`src/rtl/mcss_pkg.sv`:
```
// Shared types and constants of the motor command safety supervisor.
// Used by the parser front, the event queue, the safety back end and the top level.
// No dependencies.
`timescale 1ns / 1ps

package mcss_pkg;

  // Line buffer limit and the idle pulse width driven after reset.
  localparam int LINE_MAX = 64;
  localparam int LEN_W    = $clog2(LINE_MAX);

  localparam int PULSE_W  = 12;
  localparam int HTO_W    = 16;
  localparam int TIME_W   = 32;
  localparam int NUM_MOT  = 4;

  localparam logic [PULSE_W-1:0] IDLE_PULSE = PULSE_W'(1000);
  localparam logic [PULSE_W-1:0] PULSE_SAT  = '1;

  // Register reset values.
  localparam logic [HTO_W-1:0]   HTO_RESET  = HTO_W'(500);
  localparam logic [PULSE_W-1:0] PMIN_RESET = PULSE_W'(900);
  localparam logic [PULSE_W-1:0] PMAX_RESET = PULSE_W'(2100);

  // Register indexes on the configuration port.
  localparam int CFG_IDX_W = 2;
  localparam logic [CFG_IDX_W-1:0] CFG_HTO  = 2'd0;
  localparam logic [CFG_IDX_W-1:0] CFG_PMIN = 2'd1;
  localparam logic [CFG_IDX_W-1:0] CFG_PMAX = 2'd2;
  localparam int CFG_DATA_W = 16;

  // LED blink half periods in milliseconds.
  localparam logic [TIME_W-1:0] BLINK_NOLINK = TIME_W'(200);
  localparam logic [TIME_W-1:0] BLINK_WAIT   = TIME_W'(600);
  localparam logic [TIME_W-1:0] BLINK_ARMED  = TIME_W'(1000);
  localparam logic [TIME_W-1:0] BLINK_IDLE   = TIME_W'(500);

  // Characters of the command syntax.
  localparam logic [7:0] CH_LF    = 8'h0A;
  localparam logic [7:0] CH_CR    = 8'h0D;
  localparam logic [7:0] CH_NUL   = 8'h00;
  localparam logic [7:0] CH_COMMA = ",";
  localparam logic [7:0] CH_ZERO  = "0";
  localparam logic [7:0] CH_NINE  = "9";
  localparam logic [7:0] CH_M     = "M";
  localparam logic [7:0] CH_A     = "A";
  localparam logic [7:0] CH_D     = "D";
  localparam logic [7:0] CH_R     = "R";

  localparam logic [7:0] MOT_TXT    [4] = '{"M", "O", "T", ","};
  localparam logic [7:0] DISARM_TXT [6] = '{"D", "I", "S", "A", "R", "M"};

  // Depth of the queue between parser and back end.
  localparam int QDEPTH = 2;
  localparam int QPTR_W = (QDEPTH > 1) ? $clog2(QDEPTH) : 1;
  localparam int QCNT_W = $clog2(QDEPTH + 1);

  // What one input word turned into after parsing.
  typedef enum logic [2:0] {
    EV_BYTE,
    EV_TICK,
    EV_MOT,
    EV_ARM,
    EV_DISARM
  } evt_kind_t;

  typedef struct packed {
    evt_kind_t                         kind;
    logic [NUM_MOT-1:0][PULSE_W-1:0]   pulse;
    logic                              estop;
    logic                              failsafe;
  } evt_t;

endpackage

```
`src/rtl/mcss_front.sv`:
```
// Command line parser: classifies each input word into a tick, a plain byte or a
// committed command. Depends on mcss_pkg.
`timescale 1ns / 1ps

module mcss_front (
  input  logic                          clk,
  input  logic                          rst,
  input  logic                          in_valid,
  output logic                          in_ready,
  input  logic                          cmd,
  input  logic [7:0]                    rx_byte,
  input  logic                          estop_pressed,
  input  logic                          rc_failsafe,
  input  logic [mcss_pkg::PULSE_W-1:0]  pmin,
  input  logic [mcss_pkg::PULSE_W-1:0]  pmax,
  input  logic                          q_ready,
  output logic                          evt_valid,
  output mcss_pkg::evt_t                evt
);
  import mcss_pkg::*;

  typedef enum logic [3:0] {
    PH_START,
    PH_PFX_MOT,
    PH_PFX_ARM,
    PH_PFX_DISARM,
    PH_NUM,
    PH_MOT_OK,
    PH_ARM_OK,
    PH_DISARM_OK,
    PH_BAD
  } phase_t;

  phase_t             phase, phase_next;
  logic [1:0]         fld, fld_next;
  logic [PULSE_W-1:0] acc, acc_next;
  logic [LEN_W-1:0]   len, len_next;
  logic [PULSE_W-1:0] pend [NUM_MOT];
  logic               pend_we;
  logic               take;
  logic               val_ok;
  logic               is_digit;
  logic [15:0]        acc_x10;
  phase_t             ph_eol;

  assign take      = in_valid && q_ready;
  assign in_ready  = q_ready;
  assign evt_valid = in_valid;

  assign val_ok   = (acc >= pmin) && (acc <= pmax);
  assign is_digit = (rx_byte >= CH_ZERO) && (rx_byte <= CH_NINE);
  assign acc_x10  = ({4'b0, acc} << 3) + ({4'b0, acc} << 1) + {12'b0, rx_byte[3:0]};

  always_comb begin
    phase_next   = phase;
    fld_next     = fld;
    acc_next     = acc;
    len_next     = len;
    pend_we      = 1'b0;
    ph_eol       = phase;
    evt.kind     = EV_BYTE;
    evt.estop    = estop_pressed;
    evt.failsafe = rc_failsafe;
    evt.pulse[0] = pend[0];
    evt.pulse[1] = pend[1];
    evt.pulse[2] = pend[2];
    // A line still inside its last number commits the accumulator directly.
    evt.pulse[3] = (phase == PH_NUM) ? acc : pend[3];

    if (cmd) begin
      evt.kind = EV_TICK;
    end else if (rx_byte == CH_LF) begin
      if (phase == PH_NUM) begin
        ph_eol = (fld == 2'd3 && val_ok) ? PH_MOT_OK : PH_BAD;
      end else if (phase == PH_PFX_ARM && len == LEN_W'(3)) begin
        ph_eol = PH_ARM_OK;
      end else if (phase == PH_PFX_DISARM && len == LEN_W'(6)) begin
        ph_eol = PH_DISARM_OK;
      end
      unique case (ph_eol)
        PH_MOT_OK:    evt.kind = EV_MOT;
        PH_ARM_OK:    evt.kind = EV_ARM;
        PH_DISARM_OK: evt.kind = EV_DISARM;
        default:      evt.kind = EV_BYTE;
      endcase
      phase_next = PH_START;
      fld_next   = 2'd0;
      acc_next   = '0;
      len_next   = '0;
    end else if (len >= LEN_W'(LINE_MAX - 1)) begin
      // Overlong line: drop it whole at the newline.
      phase_next = PH_BAD;
    end else begin
      len_next = len + 1'b1;
      unique case (phase)
        PH_START: begin
          if (rx_byte == CH_M)      phase_next = PH_PFX_MOT;
          else if (rx_byte == CH_A) phase_next = PH_PFX_ARM;
          else if (rx_byte == CH_D) phase_next = PH_PFX_DISARM;
          else                      phase_next = PH_BAD;
        end
        PH_PFX_MOT: begin
          if (len < LEN_W'(4) && rx_byte == MOT_TXT[len[1:0]]) begin
            if (len == LEN_W'(3)) begin
              phase_next = PH_NUM;
              fld_next   = 2'd0;
              acc_next   = '0;
            end
          end else begin
            phase_next = PH_BAD;
          end
        end
        PH_PFX_ARM: begin
          if (len == LEN_W'(1) && rx_byte == CH_R) begin
            phase_next = PH_PFX_ARM;
          end else if (len == LEN_W'(2) && rx_byte == CH_M) begin
            phase_next = PH_PFX_ARM;
          end else if (len == LEN_W'(3) && (rx_byte == CH_CR || rx_byte == CH_NUL)) begin
            phase_next = PH_ARM_OK;
          end else begin
            phase_next = PH_BAD;
          end
        end
        PH_PFX_DISARM: begin
          if (len < LEN_W'(6) && rx_byte == DISARM_TXT[len[2:0]]) begin
            phase_next = PH_PFX_DISARM;
          end else if (len == LEN_W'(6) && (rx_byte == CH_CR || rx_byte == CH_NUL)) begin
            phase_next = PH_DISARM_OK;
          end else begin
            phase_next = PH_BAD;
          end
        end
        PH_NUM: begin
          if (is_digit) begin
            acc_next = (acc_x10 > 16'(PULSE_SAT)) ? PULSE_SAT : acc_x10[PULSE_W-1:0];
          end else if (!val_ok) begin
            phase_next = PH_BAD;
          end else begin
            pend_we = 1'b1;
            if (fld == 2'd3) begin
              phase_next = PH_MOT_OK;
            end else if (rx_byte == CH_COMMA) begin
              fld_next = fld + 1'b1;
              acc_next = '0;
            end else begin
              phase_next = PH_BAD;
            end
          end
        end
        default: begin
          phase_next = phase;
        end
      endcase
    end
  end

  always_ff @(posedge clk) begin
    if (rst) begin
      phase <= PH_START;
      fld   <= 2'd0;
      acc   <= '0;
      len   <= '0;
    end else if (take) begin
      phase <= phase_next;
      fld   <= fld_next;
      acc   <= acc_next;
      len   <= len_next;
      if (pend_we) begin
        pend[fld] <= acc;
      end
    end
  end

endmodule

```
`src/rtl/mcss_queue.sv`:
```
// Short queue of classified event words between the parser and the back end.
// Depends on mcss_pkg.
`timescale 1ns / 1ps

module mcss_queue (
  input  logic           clk,
  input  logic           rst,
  input  logic           push_valid,
  output logic           push_ready,
  input  mcss_pkg::evt_t push_data,
  output logic           pop_valid,
  input  logic           pop_ready,
  output mcss_pkg::evt_t pop_data
);
  import mcss_pkg::*;

  evt_t              slot [QDEPTH];
  logic [QPTR_W-1:0] wr_ptr, rd_ptr;
  logic [QCNT_W-1:0] count;
  logic              push, pop;

  assign push_ready = (count != QCNT_W'(QDEPTH));
  assign pop_valid  = (count != '0);
  assign pop_data   = slot[rd_ptr];
  assign push       = push_valid && push_ready;
  assign pop        = pop_valid && pop_ready;

  always_ff @(posedge clk) begin
    if (rst) begin
      wr_ptr <= '0;
      rd_ptr <= '0;
      count  <= '0;
    end else begin
      if (push) begin
        slot[wr_ptr] <= push_data;
        wr_ptr <= (wr_ptr == QPTR_W'(QDEPTH - 1)) ? '0 : wr_ptr + 1'b1;
      end
      if (pop) begin
        rd_ptr <= (rd_ptr == QPTR_W'(QDEPTH - 1)) ? '0 : rd_ptr + 1'b1;
      end
      case ({push, pop})
        2'b10:   count <= count + 1'b1;
        2'b01:   count <= count - 1'b1;
        default: count <= count;
      endcase
    end
  end

  assert property (@(posedge clk) disable iff (rst) count <= QCNT_W'(QDEPTH))
    else $error("queue count above depth");
  assert property (@(posedge clk) disable iff (rst)
    (push && !pop) |=> (count == $past(count) + 1'b1))
    else $error("queue count missed a push");
  assert property (@(posedge clk) disable iff (rst)
    (pop && !push) |=> (count == $past(count) - 1'b1))
    else $error("queue count missed a pop");

endmodule

```
`src/rtl/mcss_back.sv`:
```
// Safety back end: heartbeat age, arming, stored motor widths, LED blinker and the
// registered result word. Depends on mcss_pkg.
`timescale 1ns / 1ps

module mcss_back (
  input  logic                         clk,
  input  logic                         rst,
  input  logic                         evt_valid,
  output logic                         evt_ready,
  input  mcss_pkg::evt_t               evt,
  input  logic [mcss_pkg::HTO_W-1:0]   hto,
  output logic                         out_valid,
  input  logic                         out_ready,
  output logic                         drive_enable,
  output logic [mcss_pkg::PULSE_W-1:0] pulse_motor_1,
  output logic [mcss_pkg::PULSE_W-1:0] pulse_motor_2,
  output logic [mcss_pkg::PULSE_W-1:0] pulse_motor_3,
  output logic [mcss_pkg::PULSE_W-1:0] pulse_motor_4,
  output logic                         is_armed,
  output logic                         link_timeout,
  output logic                         status_led
);
  import mcss_pkg::*;

  // age is the time since the last command; blink_d is time minus the next
  // blink instant, both modulo 2^32 and read as signed.
  logic [TIME_W-1:0]  age, age_next;
  logic [TIME_W-1:0]  blink_d, blink_inc, blink_d_next;
  logic [TIME_W-1:0]  period;
  logic               armed, armed_cmd, drive;
  logic               led, led_next;
  logic [PULSE_W-1:0] motor [NUM_MOT];
  logic               pop, tick, commit, timeout, safe, due;

  assign pop    = evt_valid && (!out_valid || out_ready);
  assign evt_ready = (!out_valid || out_ready);
  assign tick   = (evt.kind == EV_TICK);
  assign commit = (evt.kind == EV_MOT) || (evt.kind == EV_ARM) || (evt.kind == EV_DISARM);

  always_comb begin
    age_next  = commit ? '0 : age + TIME_W'(tick);
    timeout   = !age_next[TIME_W-1] && (age_next > TIME_W'(hto));
    armed_cmd = (evt.kind == EV_ARM) ? 1'b1 : (evt.kind == EV_DISARM) ? 1'b0 : armed;
    safe      = !evt.estop && !timeout && !evt.failsafe;
    drive     = safe && armed_cmd;
    if (!safe)      period = timeout ? BLINK_NOLINK : BLINK_WAIT;
    else if (drive) period = BLINK_ARMED;
    else            period = BLINK_IDLE;
    blink_inc    = blink_d + TIME_W'(tick);
    due          = !blink_inc[TIME_W-1];
    blink_d_next = due ? ('0 - period) : blink_inc;
    led_next     = led ^ due;
  end

  always_ff @(posedge clk) begin
    if (rst) begin
      age       <= '0;
      blink_d   <= '0;
      armed     <= 1'b0;
      led       <= 1'b0;
      out_valid <= 1'b0;
      for (int i = 0; i < NUM_MOT; i++) begin
        motor[i] <= IDLE_PULSE;
      end
    end else begin
      if (out_valid && out_ready && !pop) begin
        out_valid <= 1'b0;
      end
      if (pop) begin
        age       <= age_next;
        blink_d   <= blink_d_next;
        armed     <= drive;
        led       <= led_next;
        out_valid <= 1'b1;
        if (evt.kind == EV_MOT) begin
          for (int i = 0; i < NUM_MOT; i++) begin
            motor[i] <= evt.pulse[i];
          end
        end
      end
    end
  end

  // Result register; payload needs no reset.
  always_ff @(posedge clk) begin
    if (pop) begin
      drive_enable  <= drive;
      is_armed      <= drive;
      link_timeout  <= timeout;
      status_led    <= led_next;
      pulse_motor_1 <= (evt.kind == EV_MOT) ? evt.pulse[0] : motor[0];
      pulse_motor_2 <= (evt.kind == EV_MOT) ? evt.pulse[1] : motor[1];
      pulse_motor_3 <= (evt.kind == EV_MOT) ? evt.pulse[2] : motor[2];
      pulse_motor_4 <= (evt.kind == EV_MOT) ? evt.pulse[3] : motor[3];
    end
  end

  assert property (@(posedge clk) disable iff (rst) (pop && commit) |=> (age == '0))
    else $error("command did not restart heartbeat age");
  assert property (@(posedge clk) disable iff (rst) (out_valid && link_timeout) |-> !drive_enable)
    else $error("drive enabled during link timeout");
  assert property (@(posedge clk) disable iff (rst) (pop && !due) |=> $stable(led))
    else $error("LED toggled before its blink instant");
  assert property (@(posedge clk) disable iff (rst) !pop |=> $stable(armed))
    else $error("armed flag changed without an event");

endmodule

```
`src/rtl/motor_command_safety_supervisor_core.sv`:
```
// Top level of the motor command safety supervisor: configuration registers and the
// parser, queue and back end. Depends on mcss_pkg, mcss_front, mcss_queue, mcss_back.
`timescale 1ns / 1ps

// Each input word is either one received serial byte (cmd = 0) or one millisecond
// tick (cmd = 1), and each word produces exactly one result word. Bytes form text
// lines ended by a newline: "MOT,a,b,c,d" loads four pulse widths (each checked
// against pulse_min_us and pulse_max_us, all or nothing), "ARM" and "DISARM" set
// the armed flag, and every accepted command restarts the heartbeat. After each
// word the block checks e-stop, RC failsafe and heartbeat age; if anything is
// unsafe it disarms, and drive_enable is high only when safe and armed. The status
// LED toggles with a period that reflects the state. The block takes one word per
// clock while the queue has room: the parser classifies a word in the cycle it is
// accepted and writes it into a two-entry queue; the back end pops it, updates the
// safety state and loads the output register, so each result passes the queue slot
// and the output register. Each side stalls on its own; the input stays ready while a
// finished result waits, until the queue is full. Configuration writes are always
// accepted and should be made only while no words are in flight.
module motor_command_safety_supervisor_core (
  input  logic                            clk,
  input  logic                            rst,
  input  logic                            cfg_valid,
  output logic                            cfg_ready,
  input  logic [mcss_pkg::CFG_IDX_W-1:0]  cfg_index,
  input  logic [mcss_pkg::CFG_DATA_W-1:0] cfg_data,
  input  logic                            in_valid,
  output logic                            in_ready,
  input  logic                            cmd,
  input  logic [7:0]                      rx_byte,
  input  logic                            estop_pressed,
  input  logic                            rc_failsafe,
  output logic                            out_valid,
  input  logic                            out_ready,
  output logic                            drive_enable,
  output logic [mcss_pkg::PULSE_W-1:0]    pulse_motor_1,
  output logic [mcss_pkg::PULSE_W-1:0]    pulse_motor_2,
  output logic [mcss_pkg::PULSE_W-1:0]    pulse_motor_3,
  output logic [mcss_pkg::PULSE_W-1:0]    pulse_motor_4,
  output logic                            is_armed,
  output logic                            link_timeout,
  output logic                            status_led
);
  import mcss_pkg::*;

  logic [HTO_W-1:0]   hto;
  logic [PULSE_W-1:0] pmin, pmax;

  logic q_ready, f_valid, b_valid, b_ready;
  evt_t f_evt, b_evt;

  // The configuration port never stalls; writes to an unknown index are dropped.
  assign cfg_ready = 1'b1;

  always_ff @(posedge clk) begin
    if (rst) begin
      hto  <= HTO_RESET;
      pmin <= PMIN_RESET;
      pmax <= PMAX_RESET;
    end else if (cfg_valid) begin
      unique case (cfg_index)
        CFG_HTO:  hto  <= cfg_data;
        CFG_PMIN: pmin <= cfg_data[PULSE_W-1:0];
        CFG_PMAX: pmax <= cfg_data[PULSE_W-1:0];
        default:  hto  <= hto;
      endcase
    end
  end

  // The parser turns each accepted word into an event word.
  mcss_front u_front (
    .clk           (clk),
    .rst           (rst),
    .in_valid      (in_valid),
    .in_ready      (in_ready),
    .cmd           (cmd),
    .rx_byte       (rx_byte),
    .estop_pressed (estop_pressed),
    .rc_failsafe   (rc_failsafe),
    .pmin          (pmin),
    .pmax          (pmax),
    .q_ready       (q_ready),
    .evt_valid     (f_valid),
    .evt           (f_evt)
  );

  // Decouples the parser from a stalled result consumer.
  mcss_queue u_queue (
    .clk        (clk),
    .rst        (rst),
    .push_valid (f_valid),
    .push_ready (q_ready),
    .push_data  (f_evt),
    .pop_valid  (b_valid),
    .pop_ready  (b_ready),
    .pop_data   (b_evt)
  );

  // The back end applies commands, evaluates safety and registers the result.
  mcss_back u_back (
    .clk           (clk),
    .rst           (rst),
    .evt_valid     (b_valid),
    .evt_ready     (b_ready),
    .evt           (b_evt),
    .hto           (hto),
    .out_valid     (out_valid),
    .out_ready     (out_ready),
    .drive_enable  (drive_enable),
    .pulse_motor_1 (pulse_motor_1),
    .pulse_motor_2 (pulse_motor_2),
    .pulse_motor_3 (pulse_motor_3),
    .pulse_motor_4 (pulse_motor_4),
    .is_armed      (is_armed),
    .link_timeout  (link_timeout),
    .status_led    (status_led)
  );

endmodule

```
`config.mk`:
```
export PLATFORM = sky130hd
export DESIGN_NAME = motor_command_safety_supervisor_core
export DESIGN_NICKNAME = d
export VERILOG_FILES = /design/src/rtl/mcss_pkg.sv /design/src/rtl/mcss_front.sv /design/src/rtl/mcss_queue.sv /design/src/rtl/mcss_back.sv /design/src/rtl/motor_command_safety_supervisor_core.sv
export SDC_FILE = /design/constraint.sdc
export NUM_CORES = 1
export LEC_CHECK = 0
export CAP_MARGIN = 20
export CORE_MARGIN = 2
export CORE_UTILIZATION = 51
export DETAILED_ROUTE_END_ITERATION = 10
export DONT_BUFFER_PORTS = 1
export GPL_ROUTABILITY_DRIVEN = 0
export PLACE_DENSITY = 0.68
export SYNTH_ARGS = -nofsm -noshare
export SYNTH_HDL_FRONTEND = slang
export SYNTH_SLANG_ARGS = --single-unit
```
`constraint.sdc`:
```
create_clock -name clk -period 6.6 [get_ports clk]
set_clock_uncertainty 0.05 [all_clocks]
set_input_delay 0.66 -clock clk [delete_from_list [all_inputs] [get_ports clk]]
set_output_delay 0.66 -clock clk [all_outputs]
set_load 0.005 [all_outputs]
```
==> summary.md <==
| Metric | Value |
|---|---|
| Outcome | finished clean |
| Final Core Density | a little under three fifths |
| Synth-to-Final Area Change | 9.53% |
| Worst R2R End | u_back.blink_d[3] |
| Net Sw Frac | between 20% and 30% |
| Starting Density | 52.0% |
| First-pass GRT wire length | roughly 63 mm |
| Syn_area_per_cell | about 11 um^2 |
| Hold path depth | 0 |
| Root buffer cell | clkbuf_16 |
| Worst r2r path cells | 20 |
| Die X-Extent | between 150 and 200 um |
| Syn. warnings | 0 |
| Drt pass-1 iters | 5 |
| Core region area | about 35000 um^2 |
| Post-synth EDFFs | 253 |
| Unrepaired setup endpoints after global routing | no |
| Final-report setup violation count | 0 |
| Clock power share | between 30% and 40% |
| Final WS setup | 1030 ps |
| Hold_buf cts | 0 |
| DP Worst Slack | 1070 ps |
| Crit path max-delay cell type | and3_1 |
| Req. time, crit path | roughly 7000 ps |
| Clock sink count | around 390 |
| Gate power share | about 17% |
| Switching power total | 1.90 mW |
| GR peak layer | met2 |
| Power after layout | approximately 6.6 mW |
| Crit end category | flip-flop |
| Antenna viol nets, final | 0 |
| Post-CTS Setup Inserts | 0 |
| Post-Syn Nets | roughly 1800 |
| Htree depth | 2 |
| Slew at the pin with the worst max-slew slack | roughly 1200 ps |
| Clk_lat worst skew | around 560 ps |
| VDD IR max | between 0.0002 and 0.00025 V |
| Vias | 12500 |
| Antenna cells | 0 |
| Clock Path Buffers | 3 |
| Final WL | roughly 38 mm |
| TritonCTS buffer count | between 40 and 50 |
| Fin Hold WS | around 150 ps |
| Setup_tns | 0 ps |
| Max-cap violations | 0 |
| Chip height | 192 um |
| Row count | 68 |
| Max Clk Rate | around 180 MHz |
| CP peak stage delay | ~450 ps |
| Final Cycle Share | approximately 84% |
| Gr ovfl total | 0 |
| Worst path buffer plus inverter count | 0 |
| Residual DRC | 0 |
| Hold path endpoint | u_queue.slot[1][0] |
| Setup crit start kind | flip-flop |
| Leakage | 7.10 nW |
| Fin crit period | about 5600 ps |
| Nets | around 1800 |
| GR Util met3 | under 10% |
| Vias in the first global route | 12100 |
| R2R setup slack | just over 1000 ps |
| Largest net degree at the start of global routing | 114 |
| Launch point of the worst hold path | rc_failsafe |
| Clk pin slew, worst setup/hold paths | about 60 ps |
| Die area | 36900 um^2 |
| Layout cells sized above 1 | 6.86% |
| Initial antenna violation count | 0 |
| Post-synthesis register bit count | just under 400 |
| Top-level port count | between 80 and 90 |
| CP max FO | 10 |
| HPWL after detailed placement | about 25 mm |
| Routed vias/inst | about 5.8 |
| Crit Path Class | flip-flop to flip-flop |
| Met2 Use GR | between 30% and 40% |
| Unique masters post-synth | between 70 and 80 |
| GRT Util Overall | 21.2% |
| Fillers | ~2900 |
| Ys async rst share | 0% |
| Largest delay contributor family on the critical path | simple AND/OR/NAND/NOR gates |
| DR WL/cell | around 18 um |
| Sequential share of the synthesized area | between 50% and 60% |
| GRT met1 Usage | 29.6% |
| CP cell instances | mux2_2, nor3_1, ha_1, ha_1, and3_1, nand2_1, nor3_1, xnor2_1, nor2_1, ha_1, nand4_1, nor4_1, or3_1, o211ai_1, o31a_1, or2_2, ha_1, mux2_2, a22oi_1, nor2_1 |
| Mapped Area | between 15000 and 20000 um^2 |
| Type of the most critical hold path | primary input to flip-flop |
| Post_cts resized | 0 |
| Power per cell area | 333 nW/um^2 |
| CTS tree | done |
| Relative max-transition margin | between 20% and 30% |
| Hold Violations, Final | 0 |
| Seq pwr share | 47.3% |
| Arrival @ worst endpoint | around 6000 ps |
| IO Port Bufs | 0 |
| Top FF cell, synth | edfxtp_1 |
| Gate Count Post-Synth | around 1700 |
| Fin. max-slew vios | 0 |
| CP dominant cell by count | ha_1 |
| DRT iter0 DRCs | between 1000 and 1500 |
| Int Power | approximately 4.7 mW |
## worst max-delay path by stage
stage	startpoint	to	slack [ps]	depth (start not counted)
5_1_grt	flip-flop	u_back.blink_d[3]	610	20
2_1_floorplan	flip-flop	u_back.motor[0][0]	1120	6
6_report	flip-flop	u_back.blink_d[3]	1030	20
4_1_cts	flip-flop	u_back.blink_d[3]	1040	20
3_5_place_dp	flip-flop	u_back.blink_d[3]	1070	20
3_3_place_gp	flip-flop	u_back.blink_d[3]	1230	20
## Yosys cell counts, types with 15 or more instances
cell	count	area, um^2
edfxtp_1	253	7600
clkbuf_1	66	248
inv_1	74	278
and3_1	19	119
nand2_1	244	916
nand4_1	28	175
o21ai_0	104	521
nand3_1	47	235
nor3_1	39	195
a21oi_1	121	606
xor2_1	30	263
o211ai_1	15	113
nor2_1	119	447
mux2i_1	58	581
ha_1	80	1000
xnor2_1	38	333
dfxtp_1	136	2720
## metal layers
metal | part of all wire (%) | up-vias | routed length [um]
li1 | - | 6056 | -
met4 | 1.9 | 0 | 723
met1 | 47 | 5998 | 17800
met2 | 46 | 358 | 17600
met3 | 5.6 | 59 | 2130
met5 | 0 | - | 0
## final cells by class
cell class	instances	area, um^2	area share (%)
inverter	74	279	1.41
multi-input combinational	1141	7110	35.9
timing repair buffer	12	93.8	0.474
clock buffer	48	1090	5.52
tap	455	569	2.88
clock inverter	28	317	1.60
sequential	389	10300	52.2
## placed cells by master, fill, tap and decap left out, types with 5 or more instances in the layout
cell / instances
a21o_1: 14
a21oi_1: 121
a31oi_1: 12
and2_1: 13
and3_1: 19
and4_1: 5
buf_4: 11
bufinv_16: 5
clkbuf_16: 41
clkinv_1: 7
clkinv_2: 11
dfxtp_1: 135
edfxtp_1: 253
ha_1: 80
inv_1: 73
mux2_2: 5
mux2i_1: 57
nand2_1: 244
nand2b_1: 7
nand3_1: 47
nand3b_1: 5
nand4_1: 28
nor2_1: 119
nor2b_1: 7
nor3_1: 37
nor3b_1: 5
nor4_1: 13
o211ai_1: 15
o21ai_0: 102
o22ai_1: 14
o31ai_1: 7
or2_2: 5
or3_1: 12
xnor2_1: 38
xor2_1: 30
## state kept, by name, summed over array words and instances (netlist names), 16 cells and up, named ones only
signal,count
u_back.motor,48
u_back.blink_d,32
u_front.pend,48
hto,16
u_back.age,32
u_queue.slot,106
## metrics by stage
stage	cell area, um^2	instances
floorplan	18100	1690
detailed placement	18400	2070
global route	19800	2147
global placement	18400	2070
finish	19800	2147
CTS	19800	2146
## logic make-up after synthesis
| kind of cell | Yosys count | synth area share, % |
|---|---|---|
| AND/OR/NAND/NOR | 595 | 15.5 |
| flip-flops | 389 | 57.1 |
| AO/OA/AOI/OAI | 332 | 11.0 |
| buffers and inverters | 160 | 3.75 |
| adder cells (fa/ha/maj) | 82 | 5.76 |
| XOR/XNOR | 68 | 3.30 |
| multiplexers | 63 | 3.53 |
| other | 1 | 0.0208 |
## power by group through the flow
| stage | registers (mW) | clock network (mW) | logic, mW |
|---|---|---|---|
| finish | 3.12 | 2.36 | 1.11 |
| global route | 3.15 | 2.50 | 1.25 |
| CTS | 3.12 | 2.41 | 1.12 |
| detailed placement | 3.17 | 0 | 1.12 |
| global placement | 3.16 | 0 | 1.10 |
| floorplan | 3.13 | 0 | 0.864 |
## worst register-to-register path: cells and delay by family, from the launching register on
family | cells | cell delay (ps)
AO/OA/AOI/OAI | 3 | 660
AND/OR/NAND/NOR | 10 | 2370
flip-flops | 1 | 370
multiplexers | 2 | 650
XOR/XNOR | 1 | 140
adder cells (fa/ha/maj) | 4 | 1210
Power figures use the tool's default switching activity.
